==> src/soem_pkg.sv <==
// Shared types, constants and helpers for the Sobel edge orientation map.
`timescale 1ns / 1ps
package soem_pkg;

  localparam int MAX_WIDTH  = 256;
  localparam int MAX_HEIGHT = 256;
  localparam int DIM_W   = $clog2(MAX_WIDTH + 1);
  localparam int HDIM_W  = $clog2(MAX_HEIGHT + 1);
  localparam int COL_W   = $clog2(MAX_WIDTH);
  localparam int ROW_W   = $clog2(MAX_HEIGHT);
  localparam int ADDR_W  = COL_W + ROW_W;
  localparam int DEPTH   = MAX_WIDTH * MAX_HEIGHT;
  localparam int CNT_W   = ADDR_W + 1;
  localparam int CFG_W   = 9;
  localparam int MAG_W   = 11;
  localparam int SQ_W    = 22;
  localparam int GRAD_W  = 12;
  localparam int SUM_W   = CNT_W + 8;
  localparam int BIN_W   = 5;
  localparam logic [BIN_W-1:0] BORDER_BIN = 5'd18;
  localparam logic [BIN_W-1:0] VERT_BIN   = 5'd8;

  localparam logic CFG_IDX_WIDTH  = 1'b0;
  localparam logic CFG_IDX_HEIGHT = 1'b1;

  localparam logic FUNC_LOAD = 1'b0;
  localparam logic FUNC_REQ  = 1'b1;

  function automatic logic [9:0] bin_limit(input logic [2:0] k);
    logic [9:0] v;
    unique case (k)
      3'd0: v = 10'd17;
      3'd1: v = 10'd36;
      3'd2: v = 10'd58;
      3'd3: v = 10'd84;
      3'd4: v = 10'd119;
      3'd5: v = 10'd173;
      3'd6: v = 10'd275;
      default: v = 10'd567;
    endcase
    return v;
  endfunction

  // Datapath commands from the controller.
  typedef struct packed {
    logic store_pixel;   // write pixel word into the frame store
    logic pix_start;     // begin gradient work on the current pixel
    logic scale_start;   // begin scaling of the current pixel
    logic clear_stats;   // reset peak and sum
    logic mean_start;    // begin mean division
    logic drain_start;   // begin scaling for a result
    logic [ADDR_W-1:0] addr;
    logic border;
  } dp_cmd_t;

  typedef struct packed {
    logic busy;          // a multi-cycle operation is under way
  } dp_sts_t;

endpackage

==> src/soem_ctrl.sv <==
// Controller: load, compute passes, mean and result drain sequencing.
`timescale 1ns / 1ps
module soem_ctrl (
  input  logic                         clk,
  input  logic                         rst_n,
  input  logic                         in_tvalid,
  output logic                         in_tready,
  input  logic                         func,
  output logic                         out_tvalid,
  input  logic                         out_tready,
  output logic                         out_last,
  output logic                         out_status,
  input  logic                         cfg_valid,
  output logic                         cfg_ready,
  input  logic                         cfg_index,
  input  logic                         cfg_hit,
  input  logic [soem_pkg::CFG_W-1:0]   cfg_data,
  output logic [soem_pkg::DIM_W-1:0]   width,
  output logic [soem_pkg::CNT_W-1:0]   total,
  output soem_pkg::dp_cmd_t            cmd,
  input  soem_pkg::dp_sts_t            sts
);
  import soem_pkg::*;

  typedef enum logic [6:0] {
    C_LOAD   = 7'b0000001,
    C_PIX    = 7'b0000010,
    C_SCALE  = 7'b0000100,
    C_MEAN   = 7'b0001000,
    C_DRAIN  = 7'b0010000,
    C_RES    = 7'b0100000,
    C_WAIT   = 7'b1000000
  } ctrl_state_t;

  ctrl_state_t st_r, st_nxt;
  logic [DIM_W-1:0] w_r;
  logic [HDIM_W-1:0] h_r;
  logic [CNT_W-1:0] pos_r, pos_nxt;
  logic [COL_W:0] x_r, x_nxt;
  logic [ROW_W:0] y_r, y_nxt;
  logic out_v_r, out_last_r, out_stat_r;
  logic issued_r, issued_nxt;
  logic [CFG_W-1:0] cv;
  logic in_acc, out_free, last_pos, border;

  assign width = w_r;
  assign total = CNT_W'(w_r) * CNT_W'(h_r);
  assign cfg_ready = 1'b1;
  assign out_free = !out_v_r || out_tready;
  assign in_tready = out_free && (st_r == C_LOAD || st_r == C_DRAIN);
  assign in_acc = in_tvalid && in_tready;
  assign last_pos = (pos_r + 1'b1 >= total);
  assign border = (x_r == '0) || (y_r == '0) || (x_r == (COL_W+1)'(w_r - 1'b1))
               || (y_r == (ROW_W+1)'(h_r - 1'b1)) || (w_r < 3) || (h_r < 3);
  assign cv = (cfg_data == '0) ? CFG_W'(1) : cfg_data;

  always_comb begin
    st_nxt = st_r; pos_nxt = pos_r; x_nxt = x_r; y_nxt = y_r; issued_nxt = issued_r;
    cmd = '0;
    cmd.addr = pos_r[ADDR_W-1:0];
    cmd.border = border;
    unique case (st_r)
      C_LOAD, C_DRAIN: begin
        if (in_acc && func == FUNC_LOAD) begin
          if (st_r == C_DRAIN) pos_nxt = '0;
          cmd.addr = (st_r == C_DRAIN) ? '0 : pos_r[ADDR_W-1:0];
          cmd.store_pixel = 1'b1;
          pos_nxt = ((st_r == C_DRAIN) ? CNT_W'(0) : pos_r) + 1'b1;
          st_nxt = C_LOAD;
          if (pos_nxt >= total) begin
            st_nxt = C_PIX; pos_nxt = '0; x_nxt = '0; y_nxt = '0;
            issued_nxt = 1'b0; cmd.clear_stats = 1'b1;
          end
        end else if (in_acc && st_r == C_DRAIN) begin
          cmd.drain_start = 1'b1;
          st_nxt = C_RES;
        end
      end
      C_PIX, C_SCALE: begin
        if (!sts.busy) begin
          if (!issued_r) begin
            if (st_r == C_PIX) cmd.pix_start = 1'b1;
            else cmd.scale_start = 1'b1;
            issued_nxt = 1'b1;
          end else begin
            issued_nxt = 1'b0;
            pos_nxt = pos_r + 1'b1;
            if (x_r == (COL_W+1)'(w_r - 1'b1)) begin
              x_nxt = '0; y_nxt = y_r + 1'b1;
            end else begin
              x_nxt = x_r + 1'b1;
            end
            if (last_pos) begin
              pos_nxt = '0; x_nxt = '0; y_nxt = '0;
              st_nxt = (st_r == C_PIX) ? C_SCALE : C_MEAN;
            end
          end
        end
      end
      C_MEAN: begin
        if (!sts.busy) begin
          cmd.mean_start = 1'b1;
          st_nxt = C_WAIT;
        end
      end
      C_WAIT: begin
        if (!sts.busy) st_nxt = C_DRAIN;
      end
      default: begin
        if (!sts.busy) begin
          pos_nxt = pos_r + 1'b1;
          st_nxt = last_pos ? C_LOAD : C_DRAIN;
          if (last_pos) pos_nxt = '0;
        end
      end
    endcase
    if (cfg_valid && cfg_hit) begin
      st_nxt = C_LOAD; pos_nxt = '0;
    end
  end

  always_ff @(posedge clk) begin
    if (!rst_n) begin
      st_r <= C_LOAD;
      w_r <= DIM_W'(MAX_WIDTH);
      h_r <= HDIM_W'(MAX_HEIGHT);
      pos_r <= '0; x_r <= '0; y_r <= '0;
      issued_r <= 1'b0;
      out_v_r <= 1'b0;
      out_last_r <= 1'b0; out_stat_r <= 1'b0;
    end else begin
      st_r <= st_nxt; pos_r <= pos_nxt; x_r <= x_nxt; y_r <= y_nxt;
      issued_r <= issued_nxt;
      if (cfg_valid && cfg_hit) begin
        if (cfg_index == CFG_IDX_WIDTH)
          w_r <= (cv > CFG_W'(MAX_WIDTH)) ? DIM_W'(MAX_WIDTH) : DIM_W'(cv);
        else
          h_r <= (cv > CFG_W'(MAX_HEIGHT)) ? HDIM_W'(MAX_HEIGHT) : HDIM_W'(cv);
      end
      if (in_acc && func == FUNC_REQ && st_r == C_LOAD) begin
        out_v_r <= 1'b1; out_stat_r <= 1'b1; out_last_r <= 1'b0;
      end else if (st_r == C_RES && !sts.busy) begin
        out_v_r <= 1'b1; out_stat_r <= 1'b0; out_last_r <= last_pos;
      end else if (out_v_r && out_tready) begin
        out_v_r <= 1'b0;
      end
    end
  end

  assign out_tvalid = out_v_r;
  assign out_last = out_last_r;
  assign out_status = out_stat_r;
endmodule

==> config.mk <==
export PLATFORM = sky130hd
export DESIGN_NAME = soem_ctrl
export DESIGN_NICKNAME = d
export VERILOG_FILES = /design/src/soem_pkg.sv /design/src/soem_ctrl.sv
export SDC_FILE = /design/constraint.sdc
export NUM_CORES = 1
export LEC_CHECK = 0
export ABC_AREA = 1
export BUFFER_PORTS_ARGS = -buffer_cell sky130_fd_sc_hd__buf_2
export CAP_MARGIN = 30
export CELL_PAD_IN_SITES_DETAIL_PLACEMENT = 0
export CELL_PAD_IN_SITES_GLOBAL_PLACEMENT = 1
export CORE_MARGIN = 3
export CORE_UTILIZATION = 44
export DETAILED_ROUTE_END_ITERATION = 7
export PLACE_DENSITY = 0.92
export RECOVER_POWER = 50
export SYNTH_ARGS = -nofsm -noshare
export SYNTH_HDL_FRONTEND = slang
export SYNTH_SLANG_ARGS = --single-unit
==> constraint.sdc <==
create_clock -name clk -period 6.95 [get_ports clk]
set_clock_uncertainty 0.15 [all_clocks]
set_input_delay 0.3475 -clock clk [delete_from_list [all_inputs] [get_ports clk]]
set_output_delay 0.3475 -clock clk [all_outputs]
set_load 0.05 [all_outputs]
=== Word level (Yosys, flattened, before mapping) ===
Cells that the tools add are included.

* Register bits: 64
* Latch bits: 0
* Bits in writable memories: 0
* Bits in read-only memories: 0
* Input port bits: 18
* Output and inout bits: 54
* Logic and storage cells: 142
* Memories kept: 0

* Add/subtract/negate cells: 6
* Multipliers: 1
* Div/mod/pow operators: 0
* Magnitude comparators: 5
* Equality and inequality tests: 19
* Shift-type cells: 0
* Multiplexer cells: 61
* Bitwise logic cells: 4
* Reductions and logical operators: 36

{| class="wikitable"
|+ Operators by type and width
! operator !! number
|-
| 2-to-1 mux 17 bit || 8
|-
| 2-to-1 mux 9 bit || 12
|-
| 2-to-1 mux 7 bit || 8
|-
| case mux 17 bit (3 select lines) || 1
|-
| case mux 9 bit (2 select lines) || 2
|-
| adder 17 x 1 -> 17 bit (second input constant) || 2
|-
| greater-or-equal comparator 17 bit || 2
|-
| 2-to-1 mux 16 bit || 2
|-
| case mux 7 bit (4 select lines) || 1
|-
| logical NOT 9 bit || 3
|-
| 2-to-1 mux 1 bit || 20
|-
| adder 9 x 1 -> 9 bit (second input constant) || 2
|-
| == test 9 bit || 2
|-
| < comparator 9 x 2 -> 1 bit (second input constant) || 2
|-
| subtractor 9 x 1 -> 9 bit (second input constant) || 2
|-
| multiplier 9 x 9 -> 17 bit || 1
|-
| inequality test 2 bit (second input constant) || 7
|-
| AND reduction 5 bit || 2
|-
| OR reduction 2 bit || 5
|-
| > comparator 9 bit (second input constant) || 1
|-
| logical AND 1 bit || 9
|-
| 2-to-1 mux 2 bit || 4
|-
| == test 7 x 1 -> 1 bit (second input constant) || 1
|-
| == test 7 x 2 -> 1 bit (second input constant) || 1
|-
| other kinds (19) || 32
|}

=== Depth between registers and ports, before layout ===
Gate-level depths: netlist of the first run.

* Depth in word-level cells: 8
* Depth in mapped cells: 38
* Gate-level depth less buffers: 37

=== Least setup slack after synthesis of the first run ===
No wires, ideal clock.

* Kind: register to output
* Start: register w_r[0], in the netlist width[0]
* End: output port cmd[19] (netlist name)
* Data arrival time: 6986 ps
* Data required time: 6452 ps
* Setup slack: -533 ps
* Cell stages (with the launch flop): 30
* Buffers on the path: 1
* Path through: dfxtp_1 -> clkbuf_1 -> nand2_1 -> fa_1 -> fa_1 -> inv_1 -> fa_1 -> inv_1 -> fa_1 -> inv_1 -> ha_1 -> nand2_1 -> inv_1 -> nand2_1 -> nand2_1 -> a21oi_1 -> o21ai_0 -> xor2_1 -> inv_1 -> ha_1 -> nand2_1 -> nor2_1 -> nand3_1 -> nor2_1 -> nor3_1 -> nand2_1 -> a21oi_1 -> nand3_1 -> nand3_4 -> a21oi_1

{| class="wikitable"
|+ RTL lines
! what !! line !! RTL
|-
| start: declaration || soem_ctrl.sv:36 || <nowiki>logic [DIM_W-1:0] w_r;</nowiki>
|-
| start signal: assignment || soem_ctrl.sv:125 || <nowiki>w_r <= DIM_W'(MAX_WIDTH);</nowiki>
|-
| start signal: assignment || soem_ctrl.sv:136 || <nowiki>w_r <= (cv > CFG_W'(MAX_WIDTH)) ? DIM_W'(MAX_WIDTH) : DIM_W'(cv);</nowiki>
|-
| end: declaration || soem_ctrl.sv:20 || <nowiki>output soem_pkg::dp_cmd_t cmd,</nowiki>
|}

==> run_results.csv, run 1 <==
group,metric,value,unit
status,status,"finished with violations",
status,violations_in_the_final_reports,"capacitance limit, slew limit",
place,place.port_buffers,70,
clock_network,clock-root-buffer,"sky130_fd_sc_hd__clkbuf_16",
synth,synth-seq-cells,64,
die,design.die.area,20700,µm²
pwr,p_leak,5.12,nW
clock_network,post_cts_hold_buffer_count,0,
finish,fin_nets,1462,
drt,detailroute.via_count,7828,
global_routing,grt_start_max_net_pins,40,
clock_network,clk_latency,350,ps
setup_path,timing.critical_path.arrival,6020,ps
place,dpl_wire_length,17.2,mm
synth,synthesis.nets,1410,
clock_network,cts_setup_buffers,0,
synth,synth_enable_flop_cells,0,
global_routing,first_global_vias,7353,
clock_network,ctsHtreeMaxLevel,3,
setup_path,crit_fanout,12,
setup_path,critical_path_startpoint_category,"flip-flop",
drt,drt-initial-drc-count,449,
setup_path,critPathSlowestCell,"sky130_fd_sc_hd__fa_1",
timing,final-setup-viol-count,0,
drt,wl_per_cell,13.9,µm
drt,detail_route.vias_per_cell,5.03,
timing,min_period_over_period,93.8,%
finish,antennaDiodeCount,0,
synth,yosys.cell_types.count,53,
timing,timing_hold_violations_final,0,
clock_network,cts_made_buffers,9,
synth,synthArstFlopShare,0,%
die,initial_core_util,45.7,%
pwr,max-vdd-ir-drop,0.000118,V
finish,synthToLayoutAreaGrowth,9.88,%
setup_path,critical_path_class,"reg -> out",
synth,yosys_most_used_dff,"sky130_fd_sc_hd__dfxtp_1",
timing,achievable-frequency,153,MHz
timing,max_slew.worst_pin.slew,1840,ps
die,die_w,144,µm
global_routing,grt_util_met3,3.00,%
clock_network,numClockSinks,64,
place,place.gp.congestion,0.896,
synth,synthDominantAreaCellType,"sky130_fd_sc_hd__dfxtp_1",
synth,post_synth_instance_area,8370,µm²
drt,drt_drc_violations_left,0,
synth,yosys.area.top_type_share,15.3,%
synth,synthesis.area_per_instance,6.59,µm²
synth,ys_seq_area_share,15.3,%
global_routing,global_route_total_overflow,0,
setup_path,cpPeakStageDelay,550,ps
clock_network,clk_transition_reported_paths,60,ps
timing,fin_tns_setup,0,ps
drt,router_iterations_before_antenna_repair,5,
pwr,cellPowerDensity,256,nW/µm²
place,placedInstanceArea,8920,µm²
die,coreArea,18300,µm²
die,io_pins,72,
min_path,hold_class,"in -> reg",
run,timing.max_cap.violations,1,
global_routing,antenna_found_initial,0,
global_routing,total_global_routing_track_utilization,21.8,%
timing,max_slew_margin,-22.9,%
clock_network,largest_buffer_count_on_any_clock_path,2,
global_routing,global_route.peak_usage_layer,"met2",
finish,final_core_util,50.2,%
setup_path,timing.critical_path.mode_cell,"sky130_fd_sc_hd__nand2_1",
synth,synth_area_leaders,"sky130_fd_sc_hd__dfxtp_1 15%, sky130_fd_sc_hd__nand2_1 14%, sky130_fd_sc_hd__inv_1 13%",
die,placementRows,49,
finish,layout-drive-gt1-share,10.5,%
global_routing,grt_first_pass_wirelength,36.4,mm
timing,worst_hold_slack,154,ps
synth,synth_cells,1271,
setup_path,critPathCaptureType,"primary output",
drt,number_of_nets_still_failing_antenna_checks_after_routing,0,
finish,finalInstanceArea,9200,µm²
global_routing,gr-usage-met1,31.1,%
clock_network,clock_tree_from_tritoncts,"done",
die,die_height,144,µm
timing,grt_setup_unrepaired,"no",
setup_path,required,6450,ps
global_routing,grt.met2_usage,34.9,%
synth,yosysWarnings,0,
timing,finalWorstPathRequiredPeriod,6520,ps
drt,routed_wl,21.6,mm
timing,slew_violations,18,
sequential cells by signal, indices dropped and copies added, names as in the netlist:
register / count
issued_r: 1
out_tvalid: 1
h_r: 9
pos_r: 17
width: 9
y_r: 9
st_r: 7
out_last: 1
x_r: 9
out_status: 1
layout by cell type (no fill, tap or decap), types with 3 or more instances in the layout:
cell	instances
sky130_fd_sc_hd__o21bai_1	4
sky130_fd_sc_hd__nor2_4	6
sky130_fd_sc_hd__buf_4	9
sky130_fd_sc_hd__a21oi_2	4
sky130_fd_sc_hd__ha_1	72
sky130_fd_sc_hd__o21ai_1	7
sky130_fd_sc_hd__nand3_4	4
sky130_fd_sc_hd__nand3b_1	3
sky130_fd_sc_hd__fa_1	49
sky130_fd_sc_hd__buf_2	35
sky130_fd_sc_hd__or2_2	3
sky130_fd_sc_hd__nand4_1	12
sky130_fd_sc_hd__clkbuf_1	36
sky130_fd_sc_hd__clkbuf_16	9
sky130_fd_sc_hd__inv_1	280
sky130_fd_sc_hd__dfxtp_1	53
sky130_fd_sc_hd__inv_2	6
sky130_fd_sc_hd__xor2_1	42
sky130_fd_sc_hd__nor2_2	13
sky130_fd_sc_hd__nor4_1	11
sky130_fd_sc_hd__dfxtp_2	5
sky130_fd_sc_hd__nand3_2	4
sky130_fd_sc_hd__nor2_1	104
sky130_fd_sc_hd__nor3_1	17
sky130_fd_sc_hd__dfxtp_4	6
sky130_fd_sc_hd__o211ai_1	4
sky130_fd_sc_hd__nor3_2	3
sky130_fd_sc_hd__xnor2_1	14
sky130_fd_sc_hd__a21oi_1	61
sky130_fd_sc_hd__nand2_1	307
sky130_fd_sc_hd__nand2_2	8
sky130_fd_sc_hd__nand3_1	55
sky130_fd_sc_hd__o21ai_0	44
cell usage after synthesis, drive strengths merged, types with 2 or more instances:
master	count
nand2	319
inv	288
nor2	124
ha	72
a21oi	66
dfxtp	64
nand3	63
o21ai	51
fa	49
xor2	44
clkbuf	27
nor3	21
xnor2	16
nand4	14
buf	12
nor4	12
o211ai	4
o21bai	4
nand3b	3
or2	3
a2111oi	2
nor3b	2
o22ai	2
o31ai	2
routing by layer:
metal  up-vias  part of all wire [%]
met5         -                     0
met3        13                   4.7
met2       172                    45
li1       3988                     -
met1      3655                    49
met4         0                  0.95
timing repair:
item	4_1_cts	5_1_grt
gates resized for setup	1	21
cloned	0	0
setup endpoints to repair	1	39
critical path: cells and delay by family, from the launching register on:
kind / cells / cell delay [ps]
compound gates: 4 / 530
xor+xnor: 1 / 160
fa+ha+maj: 6 / 2790
buf+inv: 6 / 560
flops: 1 / 440
simple gates: 12 / 1190
power breakdown:
group          internal, mW  switching [mW]  total [mW]  leakage, nW
combinational         0.411           0.932        1.34         4.44
sequential            0.428          0.0814       0.509        0.528
clock                 0.323           0.183       0.507        0.152
total                  1.16            1.20        2.36         5.12
final cells by class:
| type | instances | area (µm²) |
|---|---|---|
| clock buffers | 11 | 243 |
| clock inverters | 5 | 80.1 |
| fillers | 1920 | 9130 |
| inverters | 288 | 1090 |
| multi-input cells | 880 | 5810 |
| flip-flops and latches | 64 | 1310 |
| well taps | 229 | 287 |
| repair buffers | 80 | 382 |
kinds of logic (layout without fill, tap and decap cells):
group                      Yosys count  after routing  synth area share (%)
DFF                                 64             64                  15.3
buffers and inverters              327            384                  15.3
adders and majority gates          121            121                  22.5
AOI/OAI and AO/OA                  135            135                  8.74
and+or+nand+nor                    563            563                  31.8
xor gates and xnor gates            60             60                  6.37
other                                1              1                0.0448
metrics by stage:
step                worst slack (ps)  total power [mW]  instances
global placement                 513              1.85       1541
CTS                             12.5              2.39       1557
detailed placement               250              1.87       1541
finish                           431              2.36       1557
floorplan                        115              1.61       1271
global route                    28.6              2.56       1557
worst paths after layout:
path                            depth (start not counted)                     from  slack (ps)                      end
worst max-delay path                                   29      h_r[8]$_SDFFE_PN1P_         430                  cmd[19]
worst min-delay path                                    3              cfg_data[4]         150      h_r[4]$_SDFFE_PN0P_
worst max register to register                         32      h_r[8]$_SDFFE_PN1P_         650      y_r[0]$_SDFFE_PN0P_
worst min register to register                          2  out_status$_SDFFE_PN0P_         330  out_status$_SDFFE_PN0P_
(Power assumes the default switching activity.)
==> run 2, diff against run 1 <==
--- a/config.mk
+++ b/config.mk
@@ -12,6 +12,7 @@
 export CELL_PAD_IN_SITES_GLOBAL_PLACEMENT = 1
 export CORE_MARGIN = 3
 export CORE_UTILIZATION = 44
+export CTS_BUF_LIST = sky130_fd_sc_hd__clkbuf_16
 export DETAILED_ROUTE_END_ITERATION = 7
 export PLACE_DENSITY = 0.92
 export RECOVER_POWER = 50
==> run 2 against run 1 <==
Against the previous run: the run still ends with capacitance limit, slew limit left; clock power decreased by 2%; via count is 0.42% lower; sequential power about the same; cell area decreased by 0.11%; largest power group unchanged; worst hold slack got worse by 3.2 ps; total power decreased by 0.33%; flip-flop and latch count unchanged.
==> run_results.csv, run 2 (synthesized netlist as in run 1, its figures left out) <==
group,metric,value,unit
status,status,"finished with violations",
status,violations_in_the_final_reports,"capacitance limit, slew limit",
setup_path,critical_path_class,"reg -> out",
finish,multiInputGateArea,5810,µm²
global_routing,grt.met2_usage,34.9,%
die,io_pins,72,
die,initial_core_util,45.7,%
global_routing,grt_util_met3,3.00,%
clock_network,cts_setup_buffers,0,
finish,fin_nets,1462,
timing,timing_hold_violations_final,0,
setup_path,critical_path_startpoint_category,"flip-flop",
setup_path,timing.critical_path.arrival,6030,ps
place,place.gp.congestion,0.896,
finish,regMostFlops,"pos_r",
die,die_w,144,µm
clock_network,numClockSinks,64,
finish,final_common_cell,"sky130_fd_sc_hd__nand2_1",
timing,fin_tns_setup,0,ps
setup_path,critPathCaptureType,"primary output",
die,coreArea,18300,µm²
drt,drt_drc_violations_left,0,
timing,finalWorstPathRequiredPeriod,6530,ps
clock_network,clk_transition_reported_paths,60,ps
global_routing,global_route.peak_usage_layer,"met2",
clock_network,cts_made_buffers,9,
global_routing,total_global_routing_track_utilization,21.8,%
run,timing.max_cap.violations,1,
global_routing,global_route_total_overflow,0,
place,place.port_buffers,70,
setup_path,cpPeakStageDelay,550,ps
place,dpl_wire_length,17.2,mm
min_path,hold_class,"in -> reg",
clock_network,clock_tree_from_tritoncts,"done",
drt,detail_route.vias_per_cell,5.01,
timing,achievable-frequency,153,MHz
timing,max_slew.worst_pin.slew,1800,ps
drt,routed_wl,21.6,mm
drt,number_of_nets_still_failing_antenna_checks_after_routing,0,
die,design.die.area,20700,µm²
drt,detailroute.via_count,7795,
global_routing,antenna_found_initial,0,
timing,slew_violations,18,
finish,largest_register_ff_count,17,
clock_network,post_cts_hold_buffer_count,0,
setup_path,critPathSlowestCell,"sky130_fd_sc_hd__fa_1",
timing,grt_setup_unrepaired,"no",
finish,antennaDiodeCount,0,
finish,synthToLayoutAreaGrowth,9.76,%
clock_network,ctsHtreeMaxLevel,3,
drt,drt-initial-drc-count,482,
setup_path,crit_fanout,12,
global_routing,first_global_vias,7354,
global_routing,grt_first_pass_wirelength,36.4,mm
timing,final-setup-viol-count,0,
clock_network,largest_buffer_count_on_any_clock_path,2,
finish,final_cells,1557,
drt,router_iterations_before_antenna_repair,5,
die,placementRows,49,
global_routing,grt_start_max_net_pins,40,
finish,layout-drive-gt1-share,10.4,%
finish,register_area,1310,µm²
pwr,max-vdd-ir-drop,0.000118,V
setup_path,timing.critical_path.mode_cell,"sky130_fd_sc_hd__nand2_1",
finish,most-common-layout-cells,"307 x sky130_fd_sc_hd__nand2_1, 281 x sky130_fd_sc_hd__inv_1, 104 x sky130_fd_sc_hd__nor2_1",
place,dp.cells,1541,
finish,filler_cell_count,1921,
die,die_height,144,µm
global_routing,gr-usage-met1,31.1,%
pwr,p_leak,5.12,nW
pwr,cellPowerDensity,256,nW/µm²
clock_network,clock-root-buffer,"sky130_fd_sc_hd__clkbuf_16",
drt,wl_per_cell,13.9,µm
timing,min_period_over_period,93.9,%
timing,max_slew_margin,-20.7,%
clock_network,clk_latency,350,ps
setup_path,required,6450,ps
## run 2: cell types whose count changed in the layout (fill, tap and decap cells not counted), sizes merged
cell    change
clkbuf      -2
clkinv      +1
inv         +1
## run 2: worst max-delay path, delay by kind of cell (launching register included)
kind                     cells  cell delay (ps)
adder cells (fa/ha/maj)      6             2800
AND/OR/NAND/NOR             12             1190
buffers and inverters        6              560
AO/OA/AOI/OAI                4              540
flip-flops                   1              440
XOR/XNOR                     1              160
## run 2: cell type report
type | count | share of cell area [%]
clock buffer | 9 | 2.45
clock inverter | 7 | 0.953
inverter | 288 | 11.8
multi-input combinational | 880 | 63.2
sequential | 64 | 14.3
tap | 229 | 3.12
timing repair buffer | 80 | 4.15
## run 2: where the power goes
group          switching [mW]  total, mW  leakage [nW]  internal (mW)
Clock                   0.184      0.495         0.150          0.311
Sequential             0.0813      0.509         0.528          0.428
Combinational           0.936       1.35          4.44          0.411
Total                    1.20       2.35          5.12           1.15
## run 2: what timing repair did
action | in CTS | in global routing
gates resized for setup | 1 | 21
setup endpoints to repair | 1 | 39
cloned | 0 | 0
## run 2: stage by stage
step | hold slack (ps) | instance area [µm²] | worst slack [ps] | total power, mW | util, %
after global routing | 164 | 9190 | 28.4 | 2.55 | 50.1
after global placement | 306 | 8920 | 513 | 1.85 | 48.7
after floorplan | 319 | 8400 | 115 | 1.61 | -
final | 151 | 9190 | 424 | 2.35 | 50.1
after CTS | 138 | 9240 | 12.8 | 2.37 | 50.4
after detailed placement | 319 | 8920 | 250 | 1.87 | 48.7
## run 2: per-layer routing
metal	vias to the layer above	part of all wire, %
li1	3986	-
met1	3651	50
met2	142	45
met3	16	3.7
met4	0	1.0
met5	-	0
## run 2: final timing paths
kind | start | to | slack, ps | cells past startpoint
setup / recovery | h_r[8]$_SDFFE_PN1P_ | cmd[19] | 420 | 29
hold / removal | cfg_data[4] | h_r[4]$_SDFFE_PN0P_ | 150 | 3
setup reg to reg | h_r[8]$_SDFFE_PN1P_ | y_r[0]$_SDFFE_PN0P_ | 640 | 32
hold reg to reg | out_status$_SDFFE_PN0P_ | out_status$_SDFFE_PN0P_ | 330 | 2
==> run 3, diff against run 2 <==
==> constraint.sdc (replaced) <==
create_clock -name clk -period 6.95 [get_ports clk]
set_clock_uncertainty 0.15 [all_clocks]
set_input_delay 0.3475 -clock clk [delete_from_list [all_inputs] [get_ports clk]]
set_output_delay 0.3475 -clock clk [all_outputs]
set_load 0.005 [all_outputs]
==> run 3 against run 2 <==
Against the previous run: the run still ends with capacitance limit, slew limit left; wire length decreased by 0.80%; non-clock buffer count increased by 2; first-iteration DRC count decreased by 1.5%; global-route usage decreased by 0.056 points; total power decreased by 8.9%; maximum frequency decreased by 0.37%; flip-flop and latch count unchanged; clock-buffer cell count unchanged; cell area decreased by 0.64%; critical path depth decreased by 1; critical endpoint unchanged; largest cell class unchanged.
==> run_results.csv, run 3 (synthesized netlist as in run 1, its figures left out) <==
group,metric,value,unit
finish,antennaDiodeCount,0,
timing,worst_hold_slack,144,ps
timing,achievable-frequency,153,MHz
pwr,finalPower,2.14,mW
global_routing,global_route_total_overflow,0,
finish,finalInstanceArea,9130,µm²
setup_path,r2r.worst_path.cells,31,
run,timing.max_cap.violations,1,
timing,slew_violations,18,
timing,max_slew_margin,-17.9,%
setup_path,critical_path_startpoint_category,"flip-flop",
place,dp.cells,1543,
setup_path,cpPeakStageDelay,540,ps
die,die_w,144,µm
timing,fin_tns_setup,0,ps
finish,most-common-layout-cells,"307 x sky130_fd_sc_hd__nand2_1, 281 x sky130_fd_sc_hd__inv_1, 107 x sky130_fd_sc_hd__nor2_1",
timing,grt_setup_unrepaired,"no",
status,status,"finished with violations",
drt,router_iterations_before_antenna_repair,5,
clock_network,ctsHtreeMaxLevel,3,
clock_network,clock_tree_from_tritoncts,"done",
place,dpl_wire_length,17.2,mm
global_routing,grt_start_max_net_pins,40,
clock_network,clock-root-buffer,"sky130_fd_sc_hd__clkbuf_16",
place,place.port_buffers,70,
finish,filler_cell_count,1896,
drt,routed_wl,21.4,mm
place,place_worst_setup_slack,370,ps
clock_network,clk_transition_reported_paths,50,ps
setup_path,crit_fanout,8,
die,initial_core_util,45.7,%
die,die_height,144,µm
die,io_pins,72,
finish,regMostFlops,"pos_r",
setup_path,critical_path_class,"reg -> out",
status,violations_in_the_final_reports,"capacitance limit, slew limit",
drt,drt_drc_violations_left,0,
pwr,logic_gate_share_of_total_power,55.5,%
setup_path,worstSetupEndpoint,"cmd[19]",
finish,final_cells,1559,
finish,final_core_util,49.8,%
drt,wl_per_cell,13.8,µm
place,placedInstanceArea,8910,µm²
pwr,share_seq_of_total_power,23.8,%
timing,timing_hold_violations_final,0,
pwr,cellPowerDensity,235,nW/µm²
setup_path,reg2reg_from,"width[6]$_SDFFE_PN0P_",
global_routing,first_global_vias,7329,
finish,fin_nets,1464,
drt,number_of_nets_still_failing_antenna_checks_after_routing,0,
finish,final_common_cell,"sky130_fd_sc_hd__nand2_1",
setup_path,critPathSlowestCell,"sky130_fd_sc_hd__fa_1",
finish,synthToLayoutAreaGrowth,9.06,%
setup_path,crit-reg2reg-capture,"y_r[1]$_SDFFE_PN0P_",
setup_path,crit_start,"width[6]$_SDFFE_PN0P_",
clock_network,largest_buffer_count_on_any_clock_path,2,
global_routing,antenna_found_initial,0,
timing,finalWorstPathRequiredPeriod,6550,ps
pwr,pwr-share-clk,20.8,%
setup_path,critPathCaptureType,"primary output",
timing,final-setup-viol-count,0,
clock_network,clk_latency,350,ps
pwr,net-switching-power,1.03,mW
timing,max_slew.worst_pin.slew,1760,ps
pwr,internal_power_component,1.11,mW
setup_path,timing.critical_path.arrival,6050,ps
pwr,max-vdd-ir-drop,0.000159,V
die,design.die.area,20700,µm²
die,coreArea,18300,µm²
clock_network,numClockSinks,64,
global_routing,total_global_routing_track_utilization,21.7,%
pwr,netSwitchingFraction,48.2,%
clock_network,cts_made_buffers,9,
finish,layout-drive-gt1-share,10.8,%
timing,min_period_over_period,94.2,%
timing,worst_setup_margin,400,ps
drt,detail_route.vias_per_cell,4.95,
pwr,p_leak,5.15,nW
place,place.gp.congestion,0.934,
setup_path,required,6450,ps
drt,drt-initial-drc-count,475,
min_path,hold_start,"cfg_data[1]",
clock_network,post_cts_hold_buffer_count,0,
drt,detailroute.via_count,7717,
finish,largest_register_ff_count,17,
die,placementRows,49,
global_routing,grt_first_pass_wirelength,36.1,mm
min_path,hold_class,"in -> reg",
setup_path,r2r_setup_slack,510,ps
run 3: power by group through the flow:
stage / sequential, mW / combinational (mW) / clock [mW]
finish: 0.509 / 1.19 / 0.444
global route: 0.518 / 1.35 / 0.465
CTS: 0.508 / 1.20 / 0.452
detailed placement: 0.516 / 1.20 / 0
global placement: 0.515 / 1.18 / 0
floorplan: 0.482 / 0.971 / 0
run 3: area by class of cell:
| class | instances | area (µm²) | area share (%) |
|---|---|---|---|
| clock buffers | 9 | 225 | 2.47 |
| clock inverters | 7 | 53.8 | 0.589 |
| inverters | 288 | 1090 | 11.9 |
| multi-input cells | 880 | 5770 | 63.2 |
| flip-flops and latches | 64 | 1300 | 14.3 |
| well taps | 229 | 287 | 3.14 |
| repair buffers | 82 | 407 | 4.45 |
run 3: how the worst min path moves through the flow:
| stage | cells past startpoint | to | slack [ps] |
|---|---|---|---|
| final | 3 | width[1]$_SDFFE_PN0P_ | 140 |
| after global routing | 3 | width[7]$_SDFFE_PN0P_ | 160 |
| after CTS | 3 | width[1]$_SDFFE_PN0P_ | 140 |
| after detailed placement | 2 | out_status$_SDFFE_PN0P_ | 310 |
| after global placement | 2 | out_status$_SDFFE_PN0P_ | 300 |
| after floorplan | 2 | out_status$_SDFFE_PN0P_ | 310 |
run 3: what timing repair did:
item,4_1_cts,5_1_grt
buffers inserted,0,0
setup endpoints to repair,0,36
resized for setup,0,14
run 3: metal layers:
layer / part of all wire, % / up-vias / wire (µm) / global-route usage (%)
met5: 0 / - / 0 / 0
li1: - / 4000 / - / -
met2: 44 / 178 / 9440 / 34.5
met1: 49 / 3503 / 10400 / 30.5
met3: 4.9 / 36 / 1060 / 3.53
met4: 2.3 / 0 / 497 / 6.14
run 3: worst max-delay path: cells and delay by family (launching register included):
kind | cells | cell delay (ps)
xor gates and xnor gates | 1 | 230
buffers and inverters | 6 | 790
AOI/OAI and AO/OA | 4 | 590
DFF | 1 | 520
adders and majority gates | 6 | 2400
and+or+nand+nor | 11 | 1180
